==> src/design/bpf_pkg.sv <==
`default_nettype none

package bpf_pkg;

  localparam int unsigned WORD_BITS   = 32;
  localparam int unsigned STORE_WORDS = 256;
  localparam int unsigned ADDR_W      = $clog2(STORE_WORDS);
  localparam int unsigned CNT_W       = $clog2(STORE_WORDS + 1);
  localparam int unsigned FILL_W      = $clog2(WORD_BITS + 1);
  localparam int unsigned OFF_W       = $clog2(WORD_BITS);
  localparam int unsigned LEN_W       = 14;
  localparam int unsigned BYTE_BITS   = 8;
  localparam int unsigned BCNT_W      = 4;

  localparam logic [LEN_W-1:0]  LEN_MAX  = '1;
  localparam logic [BCNT_W-1:0] BCNT_MAX = BCNT_W'(BYTE_BITS);

  typedef enum logic [1:0] {
    OP_APPEND = 2'd0,
    OP_FLUSH  = 2'd1,
    OP_POP    = 2'd2
  } op_e;

  typedef enum logic [2:0] {
    ST_IDLE,
    ST_APPEND,
    ST_FLUSH,
    ST_FETCH,
    ST_LOAD,
    ST_DONE
  } state_e;

  typedef struct packed {
    logic push;
    logic pad;
    logic bit_val;
  } pk_cmd_t;

  typedef struct packed {
    logic                 en;
    logic [ADDR_W-1:0]    addr;
    logic [WORD_BITS-1:0] data;
  } wr_req_t;

  typedef struct packed {
    logic pop;
    logic load;
  } up_cmd_t;

endpackage

`default_nettype wire

==> src/design/bpf_unpacker.sv <==
`default_nettype none

module bpf_unpacker import bpf_pkg::*; (
  input  logic                 clk_i,
  input  logic                 rst_ni,
  input  up_cmd_t              cmd_i,
  input  logic [CNT_W-1:0]     words_i,
  input  logic [WORD_BITS-1:0] rdata_i,
  output logic [ADDR_W-1:0]    raddr_o,
  output logic                 avail_o,
  output logic                 cur_bit_o,
  output logic                 need_fetch_o
);

  logic [WORD_BITS-1:0] rd_sh_q, rd_sh_d;
  logic [CNT_W-1:0]     idx_q, idx_d;
  logic [OFF_W-1:0]     off_q, off_d;
  logic                 loaded_q, loaded_d;

  always_comb begin
    rd_sh_d  = rd_sh_q;
    idx_d    = idx_q;
    off_d    = off_q;
    loaded_d = loaded_q;
    if (cmd_i.load) begin
      rd_sh_d  = rdata_i;
      loaded_d = 1'b1;
    end else if (cmd_i.pop) begin
      rd_sh_d = {rd_sh_q[WORD_BITS-2:0], 1'b0};
      if (off_q == OFF_W'(WORD_BITS - 1)) begin
        off_d    = '0;
        idx_d    = idx_q + 1'b1;
        loaded_d = 1'b0;
      end else begin
        off_d = off_q + 1'b1;
      end
    end
  end

  always_ff @(posedge clk_i or negedge rst_ni) begin
    if (!rst_ni) begin
      idx_q    <= '0;
      off_q    <= '0;
      loaded_q <= 1'b0;
    end else begin
      idx_q    <= idx_d;
      off_q    <= off_d;
      loaded_q <= loaded_d;
    end
  end

  always_ff @(posedge clk_i) begin
    rd_sh_q <= rd_sh_d;
  end

  assign raddr_o      = idx_q[ADDR_W-1:0];
  assign avail_o      = (idx_q < words_i);
  assign cur_bit_o    = rd_sh_q[WORD_BITS-1];
  assign need_fetch_o = avail_o && !loaded_q;

  a_read_behind_write: assert property (@(posedge clk_i) disable iff (!rst_ni)
    idx_q <= words_i) else $error("read index passed stored words");

  a_loaded_is_stored: assert property (@(posedge clk_i) disable iff (!rst_ni)
    loaded_q |-> avail_o) else $error("loaded word not in store");

endmodule

`default_nettype wire

==> config.mk <==
export PLATFORM = sky130hd
export DESIGN_NAME = bpf_unpacker
export DESIGN_NICKNAME = d
export VERILOG_FILES = /design/src/design/bpf_pkg.sv /design/src/design/bpf_unpacker.sv
export SDC_FILE = /design/constraint.sdc
export NUM_CORES = 1
export LEC_CHECK = 0
export ABC_AREA = 1
export BUFFER_PORTS_ARGS = -buffer_cell sky130_fd_sc_hd__buf_4
export CAP_MARGIN = 10
export CORE_MARGIN = 2
export CORE_UTILIZATION = 24
export DETAILED_ROUTE_END_ITERATION = 12
export GPL_TIMING_DRIVEN = 0
export PLACE_DENSITY = 0.46
export SLEW_MARGIN = 0
export SYNTH_ARGS = -nofsm -noshare
export SYNTH_HDL_FRONTEND = slang
export SYNTH_SLANG_ARGS = --single-unit
==> constraint.sdc <==
create_clock -name clk_i -period 2.12 [get_ports clk_i]
set_input_delay 0.636 -clock clk_i [delete_from_list [all_inputs] [get_ports clk_i]]
set_output_delay 0.636 -clock clk_i [all_outputs]
set_load 0.02 [all_outputs]
==> impl_results.md <==
- Critical path arrival: 1.59 ns
- Final setup margin: -0.1027 ns
- Die area: 11,130 um2
- Setup CP Type: in2out
- Cts hold-fix bufs: 0
- Crit. End Element: primary output
- Synthesis Warnings: 0
- Final worst-path cycle share: 104.8%
- Layout cell share with drive strength beyond 1: 31.34%
- PwrDens: 668.6 nW/um2
- Clock share of power: 29.7%
- Power share of the combinational group: 17.0%
- R2r startpoint: off_q[0]
- Seq/Total Area, Yosys: 54.05%
- Synth Register Bits: 47
- CP cell instances: buf_4 > inv_2 > ha_4 > a21o_1 > nor2_2 > nand3_2 > nor2_4 > buf_6
- Most used DFF post-synth: edfxtp_1
- Final hold violation count: 0
- ANT cells: 0
- Worst skew pair latency: 0.30 ns
- R2r worst-path depth: 9
- Failing checks: setup timing
- Core area: 10,140 um2
- Routed wire length: 4928 um
- Fin crit period: 2.223 ns
- # rows: 37
- HP Class: in2async
- Post-route ant nets: 0
- CTS tree: done
- Slowest-stage cell, CP: ha_4
- Worst-margin pin slew: 0.6119 ns
- Vias per inst: 3.920
- Tot GR Track Use: 9.215%
- Slowest stage delay, CP: 0.19 ns
- Final setup viols: 2
- Wire length per cell: 10.12 um
- Pleak: 0.001691 uW
- Post-Syn Instances: 282
- Largest net degree at the start of global routing: 22
- Slew headroom: 59.11%
- Total power: 2230 uW
- Grt total ovfl: 0
- Status: finished, violations left
- Number of max-cap violations: 0
- RePlAce Congestion: 0.7721
- Worst reg-to-reg setup slack: 0.47 ns
- Crit-path leading delay family: simple AND/OR/NAND/NOR gates
- Power Internal: 1656 uW
- Count of different cell masters after synthesis: 26
- Area delta synth->final: 34.92%
- Post-DP HPWL: 3506 um
- Fin. max-slew vios: 0
- Post-synthesis cell area: 2472 um2
- CTS buffer count: 5
- Clock transition at path regs: 0.09 ns
- Net Sw Power: 574.0 uW
- Initial DRC count: 80
- Mean Syn Cell Area: 8.767 um2
- Synth async-reset ratio: 31.91%
- Net Sw Frac: 25.74%
- I/O Pins: 56
- Peak Freq: 449.9 MHz
- Unrepaired setup endpoints after global routing: yes
- Commonest cells after routing, fill and taps aside: nand2_1, buf_4, edfxtp_1, inv_1, dfrtp_1
- Clock Skew: 0.009169 ns
- CTS Sinks: 47
- IO Port Bufs: 54
- Root buffer selected by CTS: clkbuf_8
- WP data required: 1.48 ns
- H-tree lvl count: 2
- R2R Path End: idx_q[4]
- Vias in the first global route: 1,874
- Commonest non-fill, non-tap cell in the layout: nand2_1
- Worst-case clock buffer depth: 2
- Pre-Repair DR Iteration Count: 4
- Final #Nets: 406
- Starting Density: 24.39%
- First-pass GRT wire length: 8197 um
- Die Y-Extent: 105.5 um
- Number of synthesized flops with an enable pin: 32
- Chip width: 105.5 um
- Post-Route Utilization: 32.90%
- CP Max Fanout: 2
- Seq pwr share: 53.3%
- Initial antenna violation count: 0
- Syn_nets: 338
- Peak VDD IR: 0.3491 mV
- Vias: 1,909
- Drt drc: 0
- Critical Path Start Type: input port
- Bufs and invs on worst path: 3
## what timing repair did
action                                 4_1_cts  5_1_grt
endpoints found under the hold margin        0        0
pin swaps                                   18        6
setup buffers                                6        0
gates resized for setup                     17        4
setup endpoints to repair                    2        2
## power groups by stage
stage / logic (uW) / registers [uW] / clock network (uW)
floorplan: 235 / 1190 / 0
global placement: 365 / 1210 / 0
detailed placement: 376 / 1210 / 0
finish: 380 / 1190 / 662
CTS: 384 / 1190 / 693
global route: 433 / 1210 / 720
## cell usage after synthesis (2+ instances only)
library cell  instances  area, um2
nand2_1             137      514.2
edfxtp_1             32      960.9
inv_1                28      105.1
dfrtp_1              15      375.4
ha_1                 11      137.6
buf_4                 8      60.06
nand3_1               8      40.04
nor2_1                8      30.03
a21oi_1               5      25.02
o21ai_0               4      20.02
buf_2                 3      15.01
clkbuf_1              3      11.26
nand2_4               3      33.78
nand4_1               3      18.77
nor2_4                2      22.52
xor2_1                2      17.52
## how the worst max path moves through the flow
stage	end	cells past startpoint	slack, ns	start
floorplan	avail_o	6	-0.006	words_i[8]
global placement	rd_sh_q[6]	4	-0.35	cmd_i[0]
detailed placement	need_fetch_o	8	-0.22	words_i[8]
CTS	need_fetch_o	7	-0.13	idx_q[6]
global route	need_fetch_o	7	-0.18	idx_q[7]
finish	need_fetch_o	8	-0.10	words_i[8]
## kinds of logic after synthesis
family	share of synthesized area [%]
and+or+nand+nor	28.19
DFF	54.05
buffers and inverters	8.704
AOI/OAI and AO/OA	2.429
adders and majority gates	5.567
xor gates and xnor gates	1.063
## registers in the layout, summed over array words and instances (netlist names)
register / count
rd_sh_q: 32
loaded_q: 1
off_q: 5
idx_q: 9
## metrics by stage
step / setup TNS [ns] / std cells / hold slack, ns / setup slack [ns] / instance area (um2)
3_3_place_gp: -11.52 / 472 / 0.4539 / -0.3479 / 3055
2_1_floorplan: -0.005711 / 282 / 0.3404 / -0.005711 / 2480
3_5_place_dp: -0.4203 / 473 / 0.4616 / -0.2150 / 3083
6_report: -0.1891 / 487 / 0.1707 / -0.1027 / 3336
4_1_cts: -0.2298 / 487 / 0.1726 / -0.1318 / 3314
5_1_grt: -0.3460 / 487 / 0.1695 / -0.1814 / 3336
## layer usage
| layer | GRT usage, % | wire length (um) |
|---|---|---|
| met1 | 12.73 | 2480 |
| met5 | 0 | 0 |
| met2 | 13.69 | 2047 |
| met3 | 2.783 | 338 |
| met4 | 3.195 | 61 |
## cell type report
type	instances	area, um2
clock buffers	6	72.57
clock inverters	2	37.54
fillers	1081	6803
inverters	30	117.6
flip-flops and latches	47	1340
repair buffers	61	485.5
multi-input cells	190	1015
plain buffers	15	97.59
well taps	136	170.2
Power figures use the tool's default switching activity.
