**src/design/bpf_pkg.sv**
```systemverilog
`default_nettype none

package bpf_pkg;

  localparam int unsigned WORD_BITS   = 32;
  localparam int unsigned STORE_WORDS = 256;
  localparam int unsigned ADDR_W      = $clog2(STORE_WORDS);
  localparam int unsigned CNT_W       = $clog2(STORE_WORDS + 1);
  localparam int unsigned FILL_W      = $clog2(WORD_BITS + 1);
  localparam int unsigned OFF_W       = $clog2(WORD_BITS);
  localparam int unsigned LEN_W       = 14;
  localparam int unsigned BYTE_BITS   = 8;
  localparam int unsigned BCNT_W      = 4;

  localparam logic [LEN_W-1:0]  LEN_MAX  = '1;
  localparam logic [BCNT_W-1:0] BCNT_MAX = BCNT_W'(BYTE_BITS);

  typedef enum logic [1:0] {
    OP_APPEND = 2'd0,
    OP_FLUSH  = 2'd1,
    OP_POP    = 2'd2
  } op_e;

  typedef enum logic [2:0] {
    ST_IDLE,
    ST_APPEND,
    ST_FLUSH,
    ST_FETCH,
    ST_LOAD,
    ST_DONE
  } state_e;

  typedef struct packed {
    logic push;
    logic pad;
    logic bit_val;
  } pk_cmd_t;

  typedef struct packed {
    logic                 en;
    logic [ADDR_W-1:0]    addr;
    logic [WORD_BITS-1:0] data;
  } wr_req_t;

  typedef struct packed {
    logic pop;
    logic load;
  } up_cmd_t;

endpackage

`default_nettype wire

```
**src/design/bpf_packer.sv**
```systemverilog
`default_nettype none

module bpf_packer import bpf_pkg::*; (
  input  logic              clk_i,
  input  logic              rst_ni,
  input  pk_cmd_t           cmd_i,
  output wr_req_t           wr_o,
  output logic [FILL_W-1:0] fill_o,
  output logic [CNT_W-1:0]  words_o,
  output logic              store_full_o,
  output logic              pad_done_o
);

  logic [WORD_BITS-1:0] pack_q, pack_d;
  logic [FILL_W-1:0]    fill_q, fill_d;
  logic [CNT_W-1:0]     words_q, words_d;
  logic                 full_w, empty_w, store_now;

  assign full_w  = (fill_q == FILL_W'(WORD_BITS));
  assign empty_w = (fill_q == '0);

  // word enters at the LSB end, so a full word is MSB-first; padding shifts zeros in
  always_comb begin
    pack_d    = pack_q;
    fill_d    = fill_q;
    words_d   = words_q;
    store_now = 1'b0;
    if (cmd_i.push) begin
      if (full_w) begin
        store_now = 1'b1;
        pack_d    = {{(WORD_BITS-1){1'b0}}, cmd_i.bit_val};
        fill_d    = FILL_W'(1);
      end else begin
        pack_d = {pack_q[WORD_BITS-2:0], cmd_i.bit_val};
        fill_d = fill_q + 1'b1;
      end
    end else if (cmd_i.pad) begin
      if (full_w || empty_w) begin
        store_now = 1'b1;
        pack_d    = '0;
        fill_d    = '0;
      end else begin
        pack_d = {pack_q[WORD_BITS-2:0], 1'b0};
        fill_d = fill_q + 1'b1;
      end
    end
    if (store_now) begin
      words_d = words_q + 1'b1;
    end
  end

  always_ff @(posedge clk_i or negedge rst_ni) begin
    if (!rst_ni) begin
      pack_q  <= '0;
      fill_q  <= '0;
      words_q <= '0;
    end else begin
      pack_q  <= pack_d;
      fill_q  <= fill_d;
      words_q <= words_d;
    end
  end

  assign wr_o.en      = store_now;
  assign wr_o.addr    = words_q[ADDR_W-1:0];
  assign wr_o.data    = pack_q;
  assign fill_o       = fill_q;
  assign words_o      = words_q;
  assign store_full_o = (words_q == CNT_W'(STORE_WORDS));
  assign pad_done_o   = full_w || empty_w;

  a_no_write_when_full: assert property (@(posedge clk_i) disable iff (!rst_ni)
    wr_o.en |-> !store_full_o) else $error("store write while full");

  a_words_bound: assert property (@(posedge clk_i) disable iff (!rst_ni)
    words_q <= CNT_W'(STORE_WORDS)) else $error("word count out of range");

endmodule

`default_nettype wire

```
**config.mk**
```make
export PLATFORM = sky130hd
export DESIGN_NAME = bpf_packer
export DESIGN_NICKNAME = d
export VERILOG_FILES = /design/src/design/bpf_pkg.sv /design/src/design/bpf_packer.sv
export SDC_FILE = /design/constraint.sdc
export NUM_CORES = 1
export LEC_CHECK = 0
export ABC_AREA = 1
export BUFFER_PORTS_ARGS = -buffer_cell sky130_fd_sc_hd__buf_2
export CORE_ASPECT_RATIO = 0.9
export CORE_MARGIN = 8
export CORE_UTILIZATION = 40
export DETAILED_ROUTE_END_ITERATION = 8
export PLACE_DENSITY = 0.67
export SETUP_SLACK_MARGIN = 0.5
export SLEW_MARGIN = 20
export SYNTH_ARGS = -nofsm -noshare
export SYNTH_HDL_FRONTEND = slang
export SYNTH_SLANG_ARGS = --single-unit
```
**constraint.sdc**
```tcl
create_clock -name clk_i -period 1.9 [get_ports clk_i]
set_clock_uncertainty 0.05 [all_clocks]
set_input_delay 0 -clock clk_i [delete_from_list [all_inputs] [get_ports clk_i]]
set_output_delay 0 -clock clk_i [all_outputs]
set_load 0.05 [all_outputs]
```
==> summary.md <==
| Metric | Value |
|---|---|
| Syn Inst Count | `278` |
| Wire per inst | `around 14 µm` |
| Area Growth Syn to Fin | `35.3%` |
| CP dominant cell by count | `nand2_4` |
| Initial antenna violation count | `0` |
| CTS tree | `done` |
| # DRC | `0` |
| Commonest cells after routing, fill and taps aside | `nand2_1 (103), buf_2 (59), dfrtp_1 (39), o21ai_2 (24), buf_4 (15)` |
| Final hold vios | `0` |
| DR iter-0 viols | `58` |
| H-tree depth | `2` |
| Peak VDD IR | `1.12 mV` |
| Port Buffers | `between 60 and 70` |
| Antenna cells | `0` |
| Vias in the first global route | `1,843` |
| Critical Path Fanout Max | `3` |
| Crit path arrival time | `1.40 ns` |
| Peak per-stage delay on the critical path | `0.42 ns` |
| WL final | `roughly 6000 µm` |
| Highest clock rate | `around 0.7 GHz` |
| Die Width | `a little under 100 µm` |
| Synth Register Bits | `47` |
| Number of synthesis warnings | `0` |
| Final setup fails | `0` |
| Dpl cell area | `2630 µm²` |
| Max clock buf depth | `2` |
| Number of nets still failing antenna checks after routing | `0` |
| Unique masters post-synth | `25` |
| Bufs and invs on worst path | `3` |
| Worst slew pin tran | `0.542 ns` |
| Routability Congestion | `~0.79` |
| Seq/Total Area, Yosys | `50.6%` |
| Die area | `8500 µm²` |
| Initial Util | `41.3%` |
| Rows | `26` |
| # Max-Cap Violations | `0` |
| Core area | `5630 µm²` |
| Startpoint Class | `flip-flop` |
| Largest net degree at the start of global routing | `25` |
| CP cell instances | `inv_2 -> ha_4 -> nand2_4 -> nor2_4 -> nand2_4 -> inv_8 -> buf_8` |
| Setup TNS | `0 ns` |
| Period utilization | `about three quarters` |
| Avg Cell Area, Syn | `8.35 µm²` |
| Grt ovf | `0` |
| Vias | `approximately 2,100` |
| Nets | `about 360` |
| Share of cells above drive strength 1 | `43.1%` |
| First-pass GRT wire length | `8970 µm` |
| IO Pins | `63` |
| CTS root buffer | `clkbuf_8` |
| GRT Total Usage | `13.3%` |
| TritonRoute pass-1 iters | `5` |
| Via/cell ratio | `4.94` |
| WP data required | `1.85 ns` |
| Register clock-pin slew on the reported worst setup and hold paths | `roughly 0.10 ns` |
| Hold WC Path Type | `primary input to flip-flop` |
| Clock latency at the later pin of the worst-skew pair | `0.30 ns` |
| Min Clock Period, post-route | `1.45 ns` |
| LEAKAGE | `1.60 nW` |
| CTS Buf Count | `5` |
| Slew Viols, Final | `0` |
| Post-Syn Nets | `287` |
| Die height | `88.3 µm` |
| Commonest non-fill, non-tap cell in the layout | `nand2_1` |
| Largest delay share family, worst path | `flip-flops` |
| CP max stage cell | `dfrtp_2` |
| CP endpoint kind | `output port` |
| PwrDens | `1650 nW/µm²` |
| Final Instance Area | `around 3100 µm²` |
| WS Path Type | `flip-flop to output port` |
| CTS Sinks | `47` |
| Outcome | `finished, final reports clean` |
| Relative slew slack | `63.8%` |
| Post-Syn Area | `~2300 µm²` |
| RSZ-0062 raised after global routing | `true` |
| Post-DP HPWL | `roughly 3900 µm` |
-- synthesized netlist by cell type --
cell | count | share of area (%)
nand4_1 | 2 | 0.54
o21ai_1 | 30 | 6.5
buf_6 | 4 | 1.9
nand3_2 | 3 | 1.3
nand2_1 | 106 | 17
nor3_1 | 1 | 0.22
a21oi_1 | 1 | 0.22
nor2_4 | 2 | 0.97
dfrtp_1 | 47 | 51
o21ai_2 | 1 | 0.38
nor2_1 | 12 | 1.9
inv_1 | 18 | 2.9
nand2_4 | 2 | 0.97
xor2_1 | 3 | 1.1
ha_1 | 4 | 2.2
nand3b_1 | 1 | 0.32
buf_12 | 1 | 0.86
nand3_1 | 10 | 2.2
clkbuf_1 | 3 | 0.48
nand2_2 | 4 | 1.1
inv_2 | 3 | 0.48
buf_4 | 11 | 3.6
inv_4 | 1 | 0.27
a22o_1 | 1 | 0.38
o21ai_0 | 7 | 1.5
-- per-layer routing --
metal  GRT usage, %  share of wire (%)  up-vias
met1           16.6                 43     1009
met4           4.12                1.2        0
met3           3.31                7.2        5
li1               -                  -     1024
met5              0                  0        -
met2           22.0                 49       60
-- state kept, by name (all words and copies together) (netlist names) --
signal / cells
pack_q: 32
words_o: 9
fill_o: 6
-- path summary, 6_finish.rpt --
check | startpoint | to | slack (ns) | cells after the start
max in group asynchronous | rst_ni | pack_q[16] | 1.07 | 3
max reg2reg | fill_o[1] | pack_q[17] | 0.45 | 8
max | fill_o[1] | wr_o[40] | 0.45 | 7
min reg2reg | pack_q[31] | pack_q[31] | 0.45 | 2
min in group asynchronous | rst_ni | pack_q[6] | 0.14 | 2
min | cmd_i[2] | pack_q[0] | 0.01 | 2
-- kinds of logic (layout without fill, tap and decap cells) --
logic type	count (synthesis)	in the layout	synth area share (%)
AO/OA/AOI/OAI	40	40	8.94
XOR/XNOR	3	3	1.13
adder cells (fa/ha/maj)	4	4	2.16
buffers and inverters	41	117	10.5
flip-flops	47	47	50.6
AND/OR/NAND/NOR	143	144	26.6
-- power breakdown --
part	total [W]	switching (W)	internal [W]
Combinational	0.00291	0.00212	0.000783
Sequential	0.00162	0.000307	0.00132
Clock	0.000644	0.000371	0.000273
-- timing repair --
item,4_1_cts,5_1_grt
endpoints found under the setup margin,39,46
gates cloned,1,3
resized for setup,16,42
pin swaps,3,14
hold buffers,3,0
setup buffers,11,3
endpoints found under the hold margin,30,0
-- cell type report --
cell class,instances,area (µm²)
well taps,70,87.6
multi-input cells,191,1080
repair buffers,87,598
clock inverters,3,27.5
fillers,510,2490
inverters,22,90.1
clock buffers,5,68.8
flip-flops and latches,47,1190
-- stage by stage --
stage	utilization, %	hold WS, ns	total power [W]	setup slack, ns	cells
final	55.8	0.0119	0.00517	0.451	425
after global routing	55.8	0.0324	0.00547	0.375	425
after CTS	51.7	0.0118	0.00496	0.436	419
after detailed placement	46.8	-0.0343	0.00416	0.404	396
after global placement	46.8	-0.0327	0.00414	0.447	396
after floorplan	-	-0.346	0.00364	0.180	278
-- worst register-to-register path, cell delays in order (launching register included) --
cell and delay [ns]:
dfrtp_2 0.42, inv_2 0.07, ha_4 0.14, inv_1 0.04, nor2_1 0.08, nand3b_1 0.12, nand2_4 0.19, clkbuf_16 0.18
o21ai_1 0.06
Note: power is estimated with default switching activity, not from simulation.
